$ cat config.mk
export PLATFORM = sky130hd
export DESIGN_NAME = balanced_literal_scanner_unit
export DESIGN_NICKNAME = d
export VERILOG_FILES = /design/src/rtl/blsc_pkg.sv /design/src/rtl/balanced_literal_scanner_unit.sv /design/src/rtl/blsc_front.sv /design/src/rtl/blsc_queue.sv /design/src/rtl/blsc_back.sv
export SDC_FILE = /design/constraint.sdc
export NUM_CORES = 1
export LEC_CHECK = 0
export ABC_AREA = 1
export CORE_ASPECT_RATIO = 1.25
export CORE_MARGIN = 2
export CORE_UTILIZATION = 45
export DETAILED_ROUTE_END_ITERATION = 10
export DONT_BUFFER_PORTS = 1
export PLACE_DENSITY = 0.62
export SETUP_SLACK_MARGIN = 0.15
export SLEW_MARGIN = 5
export SYNTH_ARGS = -nofsm -noshare
export SYNTH_HDL_FRONTEND = slang
export SYNTH_SLANG_ARGS = --single-unit
$ cat constraint.sdc
create_clock -name clk -period 4.55 [get_ports clk]
set_input_delay 0.91 -clock clk [delete_from_list [all_inputs] [get_ports clk]]
set_output_delay 0.91 -clock clk [all_outputs]
set_load 0.01 [all_outputs]
$ cat src/rtl/blsc_pkg.sv
// ----------------------------------------------------------------------------
// blsc_pkg: shared definitions for the balanced literal scanner
// Sizes, character codes, byte classes, lexer modes and result codes.
// ----------------------------------------------------------------------------
`default_nettype none

package blsc_pkg;

	// stack of expected closers and length limit
	localparam int STACK_DEPTH = 64;
	localparam int MAX_LENGTH  = 65535;
	localparam int LEN_CAP     = (MAX_LENGTH < 65535) ? MAX_LENGTH : 65535;
	localparam int STACK_IDX_W = $clog2(STACK_DEPTH);
	localparam int DEPTH_W     = $clog2(STACK_DEPTH + 1);
	localparam int POS_W       = 16;
	localparam int LEN_W       = 16;

	// token queue between front and back
	localparam int QUEUE_DEPTH = 2;
	localparam int QPTR_W      = (QUEUE_DEPTH > 1) ? $clog2(QUEUE_DEPTH) : 1;
	localparam int QCNT_W      = $clog2(QUEUE_DEPTH + 1);

	// character codes
	localparam logic [7:0] CH_LBRACE  = 8'h7B;
	localparam logic [7:0] CH_LBRACK  = 8'h5B;
	localparam logic [7:0] CH_RBRACE  = 8'h7D;
	localparam logic [7:0] CH_RBRACK  = 8'h5D;
	localparam logic [7:0] CH_DQUOTE  = 8'h22;
	localparam logic [7:0] CH_SQUOTE  = 8'h27;
	localparam logic [7:0] CH_BQUOTE  = 8'h60;
	localparam logic [7:0] CH_SLASH   = 8'h2F;
	localparam logic [7:0] CH_STAR    = 8'h2A;
	localparam logic [7:0] CH_BSLASH  = 8'h5C;
	localparam logic [7:0] CH_NEWLINE = 8'h0A;

	// byte classes produced by the front
	typedef enum logic [3:0] {
		CLS_OTHER,
		CLS_DQUOTE,
		CLS_SQUOTE,
		CLS_BQUOTE,
		CLS_SLASH,
		CLS_STAR,
		CLS_BSLASH,
		CLS_NEWLINE,
		CLS_LBRACE,
		CLS_LBRACK,
		CLS_RBRACE,
		CLS_RBRACK
	} byte_class_t;

	typedef struct packed {
		byte_class_t cls;
		logic        eot;
	} token_t;

	// lexer modes
	typedef enum logic [3:0] {
		MODE_CODE       = 4'd0,
		MODE_SLASH      = 4'd1,
		MODE_DQ         = 4'd2,
		MODE_DQ_ESC     = 4'd3,
		MODE_SQ         = 4'd4,
		MODE_SQ_ESC     = 4'd5,
		MODE_BQ         = 4'd6,
		MODE_BQ_ESC     = 4'd7,
		MODE_LINE       = 4'd8,
		MODE_BLOCK      = 4'd9,
		MODE_BLOCK_STAR = 4'd10
	} lex_mode_t;

	// result codes
	typedef enum logic [1:0] {
		ST_BALANCED = 2'd0,
		ST_MISMATCH = 2'd1,
		ST_OPEN     = 2'd2,
		ST_LIMIT    = 2'd3
	} scan_status_t;

endpackage

`default_nettype wire

$ cat src/rtl/balanced_literal_scanner_unit.sv
// ----------------------------------------------------------------------------
// balanced_literal_scanner_unit: bracket matching scanner for literals
// Finds the end of an object or array literal while skipping strings and
// comments, and reports its length or the reason the scan failed.
// ----------------------------------------------------------------------------
// Usage:
//   Text bytes enter on text_byte/end_of_text with text_valid/text_ready,
//   one transfer per byte, starting at the literal's opening bracket.
//   end_of_text marks the last byte of a text; every text gives exactly
//   one result on scan_status/literal_length with result_valid/result_ready.
//   Throughput is one byte per cycle while no result waits on a stalled receiver.
//   A transferred byte is classified into a two-entry token queue; the
//   lexer takes it from the queue head and loads any result into the
//   output register, which drives result_valid.
//   The lexer mode machine and the one-pop-per-cycle closer stack (top two
//   entries in registers, a registered read from stack memory for the rest)
//   set this rate.
//   When the receiver stalls, the result waits in the output register; the
//   queue still takes bytes until it is full, and text_ready then drops.
//   After a result, bytes up to end_of_text are consumed without effect.
//   Reset clears the lexer state, queue and output register at once; no
//   clearing pass is needed and the first byte can follow right after reset.
// ----------------------------------------------------------------------------
`default_nettype none

module balanced_literal_scanner_unit (
	input  wire logic        clk,
	input  wire logic        arst_n,
	input  wire logic [7:0]  text_byte,
	input  wire logic        end_of_text,
	input  wire logic        text_valid,
	output logic             text_ready,
	output logic [1:0]       scan_status,
	output logic [15:0]      literal_length,
	output logic             result_valid,
	input  wire logic        result_ready
);
	import blsc_pkg::*;

	logic   queue_full;
	logic   queue_push;
	logic   queue_pop;
	logic   queue_empty;
	token_t push_tok;
	token_t head_tok;

	// byte intake
	blsc_front u_front (
		.text_byte   (text_byte),
		.end_of_text (end_of_text),
		.text_valid  (text_valid),
		.text_ready  (text_ready),
		.queue_full  (queue_full),
		.queue_push  (queue_push),
		.queue_tok   (push_tok)
	);

	// token queue
	blsc_queue u_queue (
		.clk      (clk),
		.arst_n   (arst_n),
		.push     (queue_push),
		.push_tok (push_tok),
		.full     (queue_full),
		.pop      (queue_pop),
		.head_tok (head_tok),
		.empty    (queue_empty)
	);

	// lexer, stack and result register
	blsc_back u_back (
		.clk            (clk),
		.arst_n         (arst_n),
		.tok            (head_tok),
		.tok_avail      (~queue_empty),
		.tok_take       (queue_pop),
		.result_valid   (result_valid),
		.result_ready   (result_ready),
		.scan_status    (scan_status),
		.literal_length (literal_length)
	);

endmodule

`default_nettype wire

$ cat src/rtl/blsc_front.sv
// ----------------------------------------------------------------------------
// blsc_front: byte intake and classification
// Accepts text bytes and turns each into a byte class token for the queue.
// ----------------------------------------------------------------------------
`default_nettype none

module blsc_front (
	input  wire logic            [7:0] text_byte,
	input  wire logic                  end_of_text,
	input  wire logic                  text_valid,
	output logic                       text_ready,
	input  wire logic                  queue_full,
	output logic                       queue_push,
	output blsc_pkg::token_t           queue_tok
);
	import blsc_pkg::*;

	function automatic byte_class_t classify(input logic [7:0] c);
		byte_class_t r;
		case (c)
			CH_DQUOTE:  r = CLS_DQUOTE;
			CH_SQUOTE:  r = CLS_SQUOTE;
			CH_BQUOTE:  r = CLS_BQUOTE;
			CH_SLASH:   r = CLS_SLASH;
			CH_STAR:    r = CLS_STAR;
			CH_BSLASH:  r = CLS_BSLASH;
			CH_NEWLINE: r = CLS_NEWLINE;
			CH_LBRACE:  r = CLS_LBRACE;
			CH_LBRACK:  r = CLS_LBRACK;
			CH_RBRACE:  r = CLS_RBRACE;
			CH_RBRACK:  r = CLS_RBRACK;
			default:    r = CLS_OTHER;
		endcase
		return r;
	endfunction

	// take a byte whenever the queue has room
	assign text_ready = ~queue_full;
	assign queue_push = text_valid & ~queue_full;

	// classified token
	always_comb begin
		queue_tok.cls = classify(text_byte);
		queue_tok.eot = end_of_text;
	end

endmodule

`default_nettype wire

$ cat src/rtl/blsc_queue.sv
// ----------------------------------------------------------------------------
// blsc_queue: token queue
// Short first-in first-out queue that decouples the front from the back.
// ----------------------------------------------------------------------------
`default_nettype none

module blsc_queue (
	input  wire logic             clk,
	input  wire logic             arst_n,
	input  wire logic             push,
	input  wire blsc_pkg::token_t push_tok,
	output logic                  full,
	input  wire logic             pop,
	output blsc_pkg::token_t      head_tok,
	output logic                  empty
);
	import blsc_pkg::*;

	token_t              slot_q [QUEUE_DEPTH];
	logic [QPTR_W-1:0]   wr_ptr_q;
	logic [QPTR_W-1:0]   rd_ptr_q;
	logic [QCNT_W-1:0]   count_q;

	assign full     = (count_q == QCNT_W'(QUEUE_DEPTH));
	assign empty    = (count_q == '0);
	assign head_tok = slot_q[rd_ptr_q];

	// pointer wrap helper
	function automatic logic [QPTR_W-1:0] next_ptr(input logic [QPTR_W-1:0] p);
		logic [QPTR_W-1:0] r;
		if (p == QPTR_W'(QUEUE_DEPTH - 1)) begin
			r = '0;
		end else begin
			r = p + QPTR_W'(1);
		end
		return r;
	endfunction

	// slot storage
	always_ff @(posedge clk) begin
		if (push) begin
			slot_q[wr_ptr_q] <= push_tok;
		end
	end

	// pointers and fill count
	always_ff @(posedge clk or negedge arst_n) begin
		if (!arst_n) begin
			wr_ptr_q <= '0;
			rd_ptr_q <= '0;
			count_q  <= '0;
		end else begin
			if (push) begin
				wr_ptr_q <= next_ptr(wr_ptr_q);
			end
			if (pop) begin
				rd_ptr_q <= next_ptr(rd_ptr_q);
			end
			if (push && !pop) begin
				count_q <= count_q + QCNT_W'(1);
			end else if (pop && !push) begin
				count_q <= count_q - QCNT_W'(1);
			end
		end
	end

endmodule

`default_nettype wire

$ cat src/rtl/blsc_back.sv
// ----------------------------------------------------------------------------
// blsc_back: lexer and bracket stack
// Runs the lexer mode machine on tokens, keeps the closer stack, and holds
// the result in an output register.
// ----------------------------------------------------------------------------
`default_nettype none

module blsc_back (
	input  wire logic             clk,
	input  wire logic             arst_n,
	input  wire blsc_pkg::token_t tok,
	input  wire logic             tok_avail,
	output logic                  tok_take,
	output logic                  result_valid,
	input  wire logic             result_ready,
	output logic [1:0]            scan_status,
	output logic [15:0]           literal_length
);
	import blsc_pkg::*;

	// state
	lex_mode_t               mode_q;
	logic [DEPTH_W-1:0]      depth_q;
	logic [POS_W-1:0]        pos_q;
	logic                    given_q;
	logic                    top_q;
	logic                    below_q;
	logic                    stack_mem [STACK_DEPTH];

	// output register
	logic                    res_valid_q;
	scan_status_t            res_status_q;
	logic [LEN_W-1:0]        res_length_q;

	// next-state signals
	lex_mode_t               mode_d;
	logic                    scan_code;
	logic                    at_limit;
	logic                    do_push;
	logic                    do_pop;
	logic                    push_bit;
	logic                    want_bit;
	logic                    st_valid;
	scan_status_t            st_code;
	logic                    res_valid;
	scan_status_t            res_status;
	logic [LEN_W-1:0]        res_length;
	logic [POS_W-1:0]        count;
	logic [DEPTH_W-1:0]      rd_depth;
	logic [STACK_IDX_W-1:0]  rd_idx;
	logic [STACK_IDX_W-1:0]  wr_idx;

	// a token is taken when the output register can hold a possible result
	assign tok_take = tok_avail & (~res_valid_q | result_ready);

	assign count    = pos_q + POS_W'(1);
	assign at_limit = (pos_q >= POS_W'(LEN_CAP));
	assign rd_depth = depth_q - DEPTH_W'(3);
	assign rd_idx   = rd_depth[STACK_IDX_W-1:0];
	assign wr_idx   = depth_q[STACK_IDX_W-1:0];

	// lexer mode machine and bracket decisions
	always_comb begin
		mode_d    = mode_q;
		scan_code = 1'b0;
		do_push   = 1'b0;
		do_pop    = 1'b0;
		push_bit  = 1'b0;
		want_bit  = 1'b0;
		st_valid  = 1'b0;
		st_code   = ST_BALANCED;
		if (!given_q) begin
			if (at_limit) begin
				st_valid = 1'b1;
				st_code  = ST_LIMIT;
			end else begin
				case (mode_q)
					MODE_CODE: begin
						scan_code = 1'b1;
					end
					MODE_SLASH: begin
						if (tok.cls == CLS_SLASH) begin
							mode_d = MODE_LINE;
						end else if (tok.cls == CLS_STAR) begin
							mode_d = MODE_BLOCK;
						end else begin
							mode_d    = MODE_CODE;
							scan_code = 1'b1;
						end
					end
					MODE_DQ: begin
						if (tok.cls == CLS_BSLASH) begin
							mode_d = MODE_DQ_ESC;
						end else if (tok.cls == CLS_DQUOTE) begin
							mode_d = MODE_CODE;
						end
					end
					MODE_SQ: begin
						if (tok.cls == CLS_BSLASH) begin
							mode_d = MODE_SQ_ESC;
						end else if (tok.cls == CLS_SQUOTE) begin
							mode_d = MODE_CODE;
						end
					end
					MODE_BQ: begin
						if (tok.cls == CLS_BSLASH) begin
							mode_d = MODE_BQ_ESC;
						end else if (tok.cls == CLS_BQUOTE) begin
							mode_d = MODE_CODE;
						end
					end
					MODE_DQ_ESC: mode_d = MODE_DQ;
					MODE_SQ_ESC: mode_d = MODE_SQ;
					MODE_BQ_ESC: mode_d = MODE_BQ;
					MODE_LINE: begin
						if (tok.cls == CLS_NEWLINE) begin
							mode_d = MODE_CODE;
						end
					end
					MODE_BLOCK: begin
						if (tok.cls == CLS_STAR) begin
							mode_d = MODE_BLOCK_STAR;
						end
					end
					MODE_BLOCK_STAR: begin
						if (tok.cls == CLS_SLASH) begin
							mode_d = MODE_CODE;
						end else if (tok.cls != CLS_STAR) begin
							mode_d = MODE_BLOCK;
						end
					end
					default: begin
						mode_d    = MODE_CODE;
						scan_code = 1'b1;
					end
				endcase

				// code byte: strings, comments and brackets
				if (scan_code) begin
					case (tok.cls)
						CLS_DQUOTE: mode_d = MODE_DQ;
						CLS_SQUOTE: mode_d = MODE_SQ;
						CLS_BQUOTE: mode_d = MODE_BQ;
						CLS_SLASH:  mode_d = MODE_SLASH;
						CLS_LBRACE, CLS_LBRACK: begin
							if (depth_q >= DEPTH_W'(STACK_DEPTH)) begin
								st_valid = 1'b1;
								st_code  = ST_LIMIT;
							end else begin
								do_push  = 1'b1;
								push_bit = (tok.cls == CLS_LBRACE);
							end
						end
						CLS_RBRACE, CLS_RBRACK: begin
							want_bit = (tok.cls == CLS_RBRACE);
							if (depth_q == '0 || top_q != want_bit) begin
								st_valid = 1'b1;
								st_code  = ST_MISMATCH;
							end else begin
								do_pop = 1'b1;
								if (depth_q == DEPTH_W'(1)) begin
									st_valid = 1'b1;
									st_code  = ST_BALANCED;
								end
							end
						end
						default: ;
					endcase
				end
			end
		end
	end

	// result selection: scan result first, otherwise open text at end
	always_comb begin
		res_valid  = 1'b0;
		res_status = ST_BALANCED;
		res_length = '0;
		if (st_valid) begin
			res_valid  = 1'b1;
			res_status = st_code;
			if (st_code == ST_BALANCED) begin
				res_length = LEN_W'(count);
			end
		end else if (tok.eot && !given_q) begin
			res_valid  = 1'b1;
			res_status = ST_OPEN;
		end
	end

	// scan state; end of text clears it
	always_ff @(posedge clk or negedge arst_n) begin
		if (!arst_n) begin
			mode_q  <= MODE_CODE;
			depth_q <= '0;
			pos_q   <= '0;
			given_q <= 1'b0;
		end else if (tok_take) begin
			if (tok.eot) begin
				mode_q  <= MODE_CODE;
				depth_q <= '0;
				pos_q   <= '0;
				given_q <= 1'b0;
			end else begin
				mode_q <= mode_d;
				if (!given_q && !at_limit) begin
					pos_q <= count;
				end
				if (st_valid) begin
					given_q <= 1'b1;
				end
				if (do_push) begin
					depth_q <= depth_q + DEPTH_W'(1);
				end else if (do_pop) begin
					depth_q <= depth_q - DEPTH_W'(1);
				end
			end
		end
	end

	// closer stack: top two entries in registers, the rest in memory
	always_ff @(posedge clk) begin
		if (tok_take && do_push) begin
			stack_mem[wr_idx] <= push_bit;
			top_q             <= push_bit;
			below_q           <= top_q;
		end else if (tok_take && do_pop) begin
			top_q   <= below_q;
			below_q <= stack_mem[rd_idx];
		end
	end

	// output register
	always_ff @(posedge clk or negedge arst_n) begin
		if (!arst_n) begin
			res_valid_q <= 1'b0;
		end else if (tok_take && res_valid) begin
			res_valid_q <= 1'b1;
		end else if (result_ready) begin
			res_valid_q <= 1'b0;
		end
	end

	always_ff @(posedge clk) begin
		if (tok_take && res_valid) begin
			res_status_q <= res_status;
			res_length_q <= res_length;
		end
	end

	assign result_valid   = res_valid_q;
	assign scan_status    = res_status_q;
	assign literal_length = res_length_q;

endmodule

`default_nettype wire

# After elaboration in Yosys (flattened, before gate mapping)
# Memory sizes are Yosys's and may differ from the RTL's.
# Index checks and enable logic that the tools add are counted.
# Widths: inputs -> output; s select.
# word_totals
reg_bits	53
latch_bits	0
ramBits	74
rom_bits	0
wordCells	175
memories	2
# classes
n_addsub	8
multipliers	0
div_mod_pow	0
n_lt_le_gt_ge	2
n_eq_ne	38
shift	0
muxes	77
bitwise	6
reduce_logical	30
# memory_table
name	words	word_bits	rd	rd_ports_with_merged_regs	write_ports	line	rtl
u_back.stack_mem	64	1	1	0	1	blsc_back.sv:28	logic stack_mem [STACK_DEPTH];
u_queue.slot_q	2	5	1	0	1	blsc_queue.sv:19	token_t slot_q [QUEUE_DEPTH];
# op_table
op	count
$pmux 4 s11	2
$mux 4	16
$eq 8x7->1 const B	6
$mux 1	42
$eq 4x3->1 const B	8
$eq 8x6->1 const B	4
$mux 16	2
$eq 4x4->1 const B	7
$mux 7	3
$add 16x1->16 const B	1
$eq 4x2->1 const B	4
$ge 16x16->1 const B	1
$mux 2	8
$pmux 4 s4	1
$reduce_bool 2->1	5
$reduce_or 9->1	1
$eq 4x1->1 const B	2
$eq 8x4->1 const B	1
$reduce_and 2->1	4
$add 7x1->7 const B	1
$eq 7x1->1 const B	1
$ge 7x7->1 const B	1
$logic_and 1x1->1	7
$logic_not 7->1	1
other kinds (21)	32

# Depth between registers and ports, before layout
# Gate-level depths: netlist of run 1.
# An unclocked memory read counts as a cell.
# logic_depth
word_depth	13
mapped_depth	15

# Cells and area by module
# A second synthesis of run 1 with hierarchy kept.
# unflattened
cells_unflattened	800
area_unflattened_um2	6935.4
# modules_own_cells
module	instances	cells_per_inst	area_per_inst_um2
blsc_back	1	700	6100.9
blsc_queue	1	41	593.1
blsc_front	1	58	237.7
balanced_literal_scanner_unit	1	1	3.8

# Least setup slack after synthesis of run 1
# OpenSTA, ideal clock, no wires.
# synth_path
path_kind	register -> register
start	register u_queue.rd_ptr_q
end	memory u_back.stack_mem[0], data pin
setup_time_ps	506
arrival_time_ps	2818
required_ps	4044
path_slack_ps	1226
stages_incl_launch_ff	11
path_buffers	1
period_less_slack_ps	3324
path_cell_list	dfrtp_1 -> buf_6 -> inv_6 -> nand2_2 -> nand2_2 -> nand2_2 -> nor2_2 -> nand2_1 -> nor2_4 -> nand2_2 -> nor2_1
# synth_between
elab_chain_cells	10
# synth_lines
element	line	rtl
start: declaration	blsc_queue.sv:21	logic [QPTR_W-1:0] rd_ptr_q;
start signal: assignment	blsc_queue.sv:57	rd_ptr_q <= next_ptr(rd_ptr_q);
$mem_v2 2x5 (*)	--	
$eq 4x3->1	blsc_back.sv:84	end else if (tok.cls == CLS_STAR) begin
$mux 1	blsc_back.sv:84	
$mux 1	blsc_back.sv:82	if (tok.cls == CLS_SLASH) begin
$pmux 1 s2	blsc_back.sv:77	case (mode_q)
$mux 1	blsc_back.sv:73	if (at_limit) begin
$mux 1	blsc_back.sv:72	if (!given_q) begin
$mux 1 (*)	blsc_back.sv:139	if (scan_code) begin
$mux 1 (*)	blsc_back.sv:73	
$mux 1 (*)	blsc_back.sv:72	
named net u_back.push_bit	blsc_back.sv:41	logic push_bit;
end: declaration	blsc_back.sv:28	
# The timed path passes the listed nets; every way through them passes the cells marked *. The select of a mux whose other input is x is not followed.

# Final worst setup path of run 1
# layout_path
start	register u_queue.rd_ptr_q
end	memory u_back.stack_mem[34], data pin
# Same word-level chain as after synthesis.

==> metrics.csv, run 1 <==
stage;metric;value;unit
floorplan;die_area;16510;sq um
cells_and_area;fin_cells;1041;
setup_path;critical_path_peak_fanout;65;
floorplan;core_ar;15080;sq um
cells_and_area;fillcell_total;1411;
route;drc;0;
cells_and_area;final_core_utilization;0.5146;
cells_and_area;post_route_cells_drive_above_1_share;0.1140;
setup_path;cp.required;4.60;ns
sta;worst-slew-pin-transition;1.213;ns
global_routing;pin_count_of_the_biggest_net_entering_global_routing;66;
clocking;worst_skew_pair.late_latency;0.42;ns
cells_and_area;n_antenna_cell;0;
sta;setup_ws;1.693;ns
placed_design;dpl-instance-area;7163;sq um
clocking;cts_tree;done;
clocking;clkSlewWorstSetupHoldPaths;0.06;ns
power_and_ir_drop;sequential_cell_fraction_of_total_power;0.350;
yosys;synth_top_flop_cell;sky130_fd_sc_hd__edfxtp_1;
clocking;cts.root.buffer_cell;sky130_fd_sc_hd__clkbuf_16;
power_and_ir_drop;internal-power;2.837;mW
power_and_ir_drop;power_density;625.1;nW/um^2
clocking;ctsLongestPathBuffers;2;
route;drt_wl_total;14.57;mm
yosys;syn-num-nets;832;
global_routing;wire_length_of_the_first_global_routing_pass;24.38;mm
sta;achievable-frequency;350.1;MHz
floorplan;start_util;0.4623;
sta;hold_slack;0.1820;ns
power_and_ir_drop;p_sw_frac;0.4151;
route;first_iter_violations;418;
cells_and_area;combined_area_of_the_multi_input_logic_cells;2849;sq um
cells_and_area;synth_to_final_area_change;11.31;%
sta;finalSetupTns;0;ns
sta;timing.final.crit_share;0.6278;
yosys;postSynthRegisterBits;127;
global_routing;antenna_found_initial;0;
route;detailedRoute.firstPassIterationCount;5;
yosys;yosys.area.top_type_share;0.4050;
sta;finalWorstPathRequiredPeriod;2.857;ns
power_and_ir_drop;power.net_switching;2.013;mW
yosys;synth_area_per_cell;8.563;sq um
clocking;post_cts_buffers;0;
floorplan;die-width;115.3;microns
yosys;synth_area_leader_cell;sky130_fd_sc_hd__edfxtp_1;
sta;timing.slew.headroom;0.1892;
setup_path;worstSetupPathType;reg2reg;
power_and_ir_drop;clkPwrFrac;0.279;
yosys;synth_cell_type_count;40;
power_and_ir_drop;p_leak;3.133;nW
yosys;seq_area_frac_synth;0.5234;
placed_design;portBuffers;0;
route;final_antenna_net_count;0;
setup_path;cp-end-kind;flip-flop;
clocking;hold_buffers;0;
yosys;ys.warnings.count;0;
global_routing;first_global_vias;5248;
power_and_ir_drop;post-layout-total-power;4.850;mW
yosys;synth.cell_area;6970;sq um
yosys;synth_top_cells_by_area;sky130_fd_sc_hd__edfxtp_1, sky130_fd_sc_hd__dfrtp_1, sky130_fd_sc_hd__nand2_1;
setup_path;type_of_element_launching_the_critical_path;flip-flop;
power_and_ir_drop;power.ir.vdd_worst;0.3413;mV
outcome;outcome;complete, no violations;
cells_and_area;final_area;7759;sq um
placed_design;pre_cts_ws;1.724;ns
flow_run;drv.max_cap_violation_count;0;
yosys;synth_edf_count;94;
floorplan;fp.dieH;143.2;microns
power_and_ir_drop;power_frac_comb;0.371;
route;routed-via-count;5373;
route;route.detailed.vias_per_inst;5.161;
floorplan;num_io_pins;33;
clocking;cts_resized;0;
placed_design;post-place-cells;1009;
global_routing;overflow;0;
yosys;postSynthCellCount;814;
floorplan;rows;50;
cells_and_area;ff_latch_area;3649;sq um
cells_and_area;layout.nets;838;
clocking;tritoncts_num_sinks;127;
global_routing;gr-usage-all-layers;0.1913;
route;wire_per_inst;14.00;microns
placed_design;place_congestion;0.9134;
clocking;clock_tree.htree_level_count;4;
placed_design;detailedPlacementHpwl;10.01;mm
sta;finalHoldViolations;0;
sta;report.final.slew_viol_count;0;
sta;timing.final.setup_violations;0;
yosys;synthArstFlopShare;0.2598;
setup_path;worst_ep_arrival_time;2.90;ns
sta;grt_setup_unrepaired;no;
sta;skew;0.01109;ns
worst_hold_path;timing.hold.worst.class;in2async;
clocking;numCtsBuffers;17;
power by group through the flow:
stage | combinational (mW) | sequential [mW] | clock (mW)
floorplan | 1.44 | 1.65 | 0
global placement | 1.76 | 1.71 | 0
detailed placement | 1.79 | 1.72 | 0
CTS | 1.81 | 1.70 | 1.38
global route | 2.02 | 1.72 | 1.42
finish | 1.80 | 1.70 | 1.35
critical path, stage by stage (launching register included):
cell and delay, ns:
sky130_fd_sc_hd__dfrtp_1 0.59, sky130_fd_sc_hd__nand2_1 0.12, sky130_fd_sc_hd__nand2_2 0.13, sky130_fd_sc_hd__nand2_2 0.07
sky130_fd_sc_hd__nor2_2 0.10, sky130_fd_sc_hd__nand2_1 0.09, sky130_fd_sc_hd__nor2_4 0.22, sky130_fd_sc_hd__nand2_2 0.19
sky130_fd_sc_hd__nor2_4 0.94
cells by family after synthesis:
group,after synthesis,share of synthesized area
and+or+nand+nor,492,0.3301
DFF,127,0.5234
buffers and inverters,114,0.06893
AOI/OAI and AO/OA,58,0.04595
xor gates and xnor gates,18,0.02262
adders and majority gates,5,0.008975
registers in the layout, indices dropped and copies added (netlist names):
signal / cells
u_back.stack_mem: 64
u_back.literal_length: 16
u_back.pos_q: 16
u_queue.slot_q: 10
u_back.depth_q: 7
u_back.mode_q: 4
u_back.scan_status: 2
u_queue.count_q: 2
u_back.below_q: 1
u_back.given_q: 1
u_back.result_valid: 1
u_back.top_q: 1
u_queue.rd_ptr_q: 1
u_queue.wr_ptr_q: 1
final timing paths:
check	cells after the start	from	end	slack [ns]
max	8	u_queue.rd_ptr_q$_DFFE_PN0P_	u_back.stack_mem[34]$_DFFE_PP_	1.69
max in group asynchronous	0	arst_n	u_back.given_q$_DFFE_PN0P_	4.26
min	0	arst_n	u_queue.count_q[1]$_DFFE_PN0P_	0.18
min reg2reg	1	u_queue.count_q[0]$_DFFE_PN0P_	u_queue.count_q[0]$_DFFE_PN0P_	0.48
min in group clk	1	u_queue.count_q[0]$_DFFE_PN0P_	u_queue.count_q[0]$_DFFE_PN0P_	0.48
max reg2reg	8	u_queue.rd_ptr_q$_DFFE_PN0P_	u_back.stack_mem[34]$_DFFE_PP_	1.69
synthesized netlist by cell type (5+ instances only):
library cell               instances
sky130_fd_sc_hd__a21oi_1           9
sky130_fd_sc_hd__buf_2             8
sky130_fd_sc_hd__clkbuf_1          6
sky130_fd_sc_hd__dfrtp_1          33
sky130_fd_sc_hd__edfxtp_1         94
sky130_fd_sc_hd__ha_1              5
sky130_fd_sc_hd__inv_1            89
sky130_fd_sc_hd__nand2_1         217
sky130_fd_sc_hd__nand2_2          12
sky130_fd_sc_hd__nand2_4           5
sky130_fd_sc_hd__nand3_1          74
sky130_fd_sc_hd__nand4_1           8
sky130_fd_sc_hd__nor2_1          131
sky130_fd_sc_hd__nor2_2            7
sky130_fd_sc_hd__nor2_4           15
sky130_fd_sc_hd__nor3_1            9
sky130_fd_sc_hd__o21ai_0          31
sky130_fd_sc_hd__o22ai_1           9
sky130_fd_sc_hd__xor2_1           15
per-layer routing:
metal,vias to the layer above,part of all wire,track usage,wire length [microns]
met5,-,0,0,0
met4,0,0.025,0.08497,369
met3,29,0.048,0.03608,704
met2,162,0.49,0.3259,7183
met1,2524,0.43,0.2342,6312
li1,2658,-,-,-
cells in the final DEF, fill, tap and decap left out, types with 2 or more instances in the layout:
cell	instances
sky130_fd_sc_hd__nand2_1	217
sky130_fd_sc_hd__nand3_1	74
sky130_fd_sc_hd__nand4_1	8
sky130_fd_sc_hd__a21oi_1	9
sky130_fd_sc_hd__clkbuf_16	17
sky130_fd_sc_hd__nand2_2	12
sky130_fd_sc_hd__a31oi_1	3
sky130_fd_sc_hd__or2_2	2
sky130_fd_sc_hd__inv_2	4
sky130_fd_sc_hd__clkinvlp_4	4
sky130_fd_sc_hd__clkinv_4	3
sky130_fd_sc_hd__nor2_4	16
sky130_fd_sc_hd__bufinv_16	2
sky130_fd_sc_hd__buf_4	4
sky130_fd_sc_hd__ha_1	5
sky130_fd_sc_hd__nand2_4	5
sky130_fd_sc_hd__xor2_1	15
sky130_fd_sc_hd__inv_1	89
sky130_fd_sc_hd__nor4_1	2
sky130_fd_sc_hd__inv_6	6
sky130_fd_sc_hd__nor2_2	7
sky130_fd_sc_hd__clkinv_2	2
sky130_fd_sc_hd__a211oi_1	2
sky130_fd_sc_hd__edfxtp_1	94
sky130_fd_sc_hd__o22ai_1	9
sky130_fd_sc_hd__nor3_1	9
sky130_fd_sc_hd__nand3_4	4
sky130_fd_sc_hd__nor2_1	130
sky130_fd_sc_hd__dfrtp_1	33
sky130_fd_sc_hd__o21ai_0	31
sky130_fd_sc_hd__nand4_4	3
sky130_fd_sc_hd__xnor2_1	3
area by class of cell:
type,count,share of cell area
Inverter,97,0.04838
Tap cell,208,0.03354
Sequential cell,127,0.4702
Timing Repair Buffer,4,0.003870
Clock inverter,14,0.02016
Multi-Input combinational cell,573,0.3672
Clock buffer,18,0.05660
No activity file was read; power rests on OpenSTA's default activity.
==> run 2: changes to the inputs <==
Settings changed: PLACE_DENSITY 0.62 to 0.64.
Clock period 4.55 ns to 2.6 ns, I/O delays scaled along.
==> run 2 against run 1 <==
  * Register-to-register slack worse by 1.3 ns
  * Total power up 73%
  * Sequential share of layout area down 0.32 points
  * Routed wire length up 7.9%
  * Setup slack worse by 1.3 ns
  * Critical path type unchanged
  * Largest cell class unchanged
  * Largest power group unchanged
  * Highest routed layer unchanged
==> metrics.csv, run 2 (synthesis results as in run 1) <==
stage;metric;value;unit;change
outcome;outcome;complete, no violations;;
power_and_ir_drop;power.net_switching;3.498;mW;+74%
global_routing;overflow;0;;unchanged
floorplan;num_io_pins;33;;unchanged
power_and_ir_drop;p_leak;3.173;nW;+1.3%
global_routing;pin_count_of_the_biggest_net_entering_global_routing;65;;-1.5%
placed_design;post-place-cells;1019;;+0.99%
floorplan;die_area;16510;sq um;unchanged
global_routing;first_global_vias;5250;;+0.038%
clocking;numCtsBuffers;17;;unchanged
cells_and_area;post_route_cells_drive_above_1_share;0.1219;;+0.007848
setup_path;cp.required;2.86;ns;-1.74 ns
setup_path;worst_ep_arrival_time;2.46;ns;-0.44 ns
sta;skew;0.01094;ns;-0.0001527 ns
sta;finalSetupTns;0;ns;unchanged
cells_and_area;synth_to_final_area_change;12.12;%;
placed_design;place_congestion;0.8547;;-6.4%
floorplan;fp.dieH;143.2;microns;unchanged
setup_path;reg2reg_to;u_back.literal_length[0]$_SDFFCE_PN0P_;;
setup_path;cp-end-kind;flip-flop;;
power_and_ir_drop;power_density;1072;nW/um^2;+71%
floorplan;rows;50;;unchanged
clocking;clkSlewWorstSetupHoldPaths;0.06;ns;about the same
clocking;clock_tree.htree_level_count;4;;unchanged
floorplan;start_util;0.4623;;unchanged
cells_and_area;largest_register_ff_count;64;;unchanged
global_routing;antenna_found_initial;0;;unchanged
clocking;cts.root.buffer_cell;sky130_fd_sc_hd__clkbuf_16;;
cells_and_area;n_antenna_cell;0;;unchanged
floorplan;die-width;115.3;microns;unchanged
global_routing;wire_length_of_the_first_global_routing_pass;25.94;mm;+6.4%
route;routed-via-count;5318;;-1.0%
sta;report.final.slew_viol_count;0;;unchanged
sta;grt_setup_unrepaired;no;;
setup_path;worstSetupPathType;reg2reg;;
setup_path;reg2reg_setup_slack;0.40;ns;-1.30 ns
global_routing;gr-usage-all-layers;0.2074;;+0.01616
sta;timing.final.setup_violations;0;;unchanged
cells_and_area;layout_commonest_cell;sky130_fd_sc_hd__nand2_1;;
clocking;worst_skew_pair.late_latency;0.42;ns;about the same
sta;finalWorstPathRequiredPeriod;2.204;ns;-0.6529 ns
route;final_antenna_net_count;0;;unchanged
clocking;ctsLongestPathBuffers;2;;unchanged
power_and_ir_drop;clkPwrFrac;0.250;;-0.029
clocking;post_cts_buffers;0;;unchanged
floorplan;core_ar;15080;sq um;unchanged
sta;worst-slew-pin-transition;0.4859;ns;-0.7274 ns
power_and_ir_drop;power_frac_comb;0.399;;+0.028
placed_design;pre_cts_ws;0.3591;ns;-1.365 ns
sta;timing.slew.headroom;0.6749;;+0.4856
setup_path;critical_path_peak_fanout;16;;-75%
route;first_iter_violations;460;;+10%
sta;achievable-frequency;453.8;MHz;+30%
route;drt_wl_total;15.72;mm;+7.9%
placed_design;detailedPlacementHpwl;10.89;mm;+8.7%
cells_and_area;fin_cells;1053;;+1.2%
placed_design;dpl-instance-area;7263;sq um;+1.4%
cells_and_area;registers.top_by_ff_count;u_back.stack_mem;;
placed_design;portBuffers;0;;unchanged
route;drc;0;;unchanged
power_and_ir_drop;internal-power;4.878;mW;+72%
sta;timing.final.crit_share;0.8476;;+0.2197
worst_hold_path;timing.hold.worst.class;in2reg;;
setup_path;crit-reg2reg-launch;u_back.depth_q[5]$_DFFE_PN0P_;;
cells_and_area;final_area;7815;sq um;+0.73%
cells_and_area;layout.nets;850;;+1.4%
flow_run;drv.max_cap_violation_count;0;;unchanged
power_and_ir_drop;power.ir.vdd_worst;0.5869;mV;+72%
setup_path;crit_start;u_back.depth_q[5]$_DFFE_PN0P_;;
sta;setup_ws;0.3963;ns;-1.297 ns
cells_and_area;leading_cell_types_in_the_layout_fill_and_taps_excluded;sky130_fd_sc_hd__nand2_1, sky130_fd_sc_hd__nor2_1, sky130_fd_sc_hd__edfxtp_1, sky130_fd_sc_hd__inv_1, sky130_fd_sc_hd__nand3_1;;
sta;finalHoldViolations;0;;unchanged
clocking;tritoncts_num_sinks;127;;unchanged
setup_path;type_of_element_launching_the_critical_path;flip-flop;;
setup_path;r2r.worst_path.cells;9;;+1
clocking;cts_tree;done;;
route;route.detailed.vias_per_inst;5.050;;-2.2%
power_and_ir_drop;p_sw_frac;0.4176;;+0.002471
sta;hold_slack;0.1904;ns;+0.008375 ns
setup_path;critPathCapture;u_back.literal_length[0]$_SDFFCE_PN0P_;;
route;wire_per_inst;14.92;microns;+6.6%
route;detailedRoute.firstPassIterationCount;4;;-1
power_and_ir_drop;sequential_cell_fraction_of_total_power;0.351;;about the same
[run 2: layer usage]
metal | GRT usage | up-vias | share of wire
met2 | 0.3632 | 105 | 0.52
met4 | 0.08180 | 0 | 0.022
met1 | 0.2471 | 2489 | 0.42
li1 | - | 2699 | -
met5 | 0 | - | 0
met3 | 0.04329 | 25 | 0.034
[run 2: critical path: stages, from the launching register on]
cell and delay [ns]:
sky130_fd_sc_hd__dfrtp_1 0.43, sky130_fd_sc_hd__inv_1 0.22, sky130_fd_sc_hd__nand2_2 0.23, sky130_fd_sc_hd__nor2_4 0.15, sky130_fd_sc_hd__nand3_1 0.12, sky130_fd_sc_hd__nand3_1 0.11, sky130_fd_sc_hd__nand2_1 0.09, sky130_fd_sc_hd__nand3_1 0.15
sky130_fd_sc_hd__nand3_4 0.31, sky130_fd_sc_hd__nor2_1 0.21
[run 2: worst min path at each step]
stage	start	to	slack (ns)	cells past startpoint
after floorplan	arst_n	u_back.depth_q[0]$_DFFE_PN0P_	0.22	0
after global placement	arst_n	u_queue.wr_ptr_q$_DFFE_PN0P_	0.23	0
after detailed placement	arst_n	u_queue.wr_ptr_q$_DFFE_PN0P_	0.23	0
after CTS	end_of_text	u_queue.slot_q[0][0]$_DFFE_PP_	0.17	0
after global routing	end_of_text	u_queue.slot_q[0][0]$_DFFE_PP_	0.17	0
final	end_of_text	u_queue.slot_q[0][0]$_DFFE_PP_	0.19	0
[run 2: repair_timing]
| action | in CTS | in global routing |
|---|---|---|
| hold buffers | 2 | 0 |
| setup endpoints to repair | 0 | 3 |
| gates resized for setup | 0 | 1 |
| endpoints found under the hold margin | 33 | 0 |
[run 2: metrics by stage]
stage,util,total power [mW]
2_1_floorplan,-,5.410
3_3_place_gp,0.4817,6.319
3_5_place_dp,0.4817,6.315
4_1_cts,0.5183,8.453
5_1_grt,0.5183,8.984
6_report,0.5183,8.376
[run 2: area by class of cell]
cell class                      instances  area (sq um)
Clock inverter                         10         66.31
Inverter                               97         375.4
Multi-Input combinational cell        573          2849
Clock buffer                           22         454.2
Tap cell                              208         260.3
Timing Repair Buffer                   16         160.2
Sequential cell                       127          3650
Fill cell                            1412          7262
[run 2: power by group through the flow]
stage | logic, mW | clock network [mW] | registers [mW]
2_1_floorplan | 2.53 | 0 | 2.88
3_3_place_gp | 3.35 | 0 | 2.97
3_5_place_dp | 3.34 | 0 | 2.98
4_1_cts | 3.37 | 2.14 | 2.94
5_1_grt | 3.79 | 2.22 | 2.97
6_report | 3.34 | 2.09 | 2.94
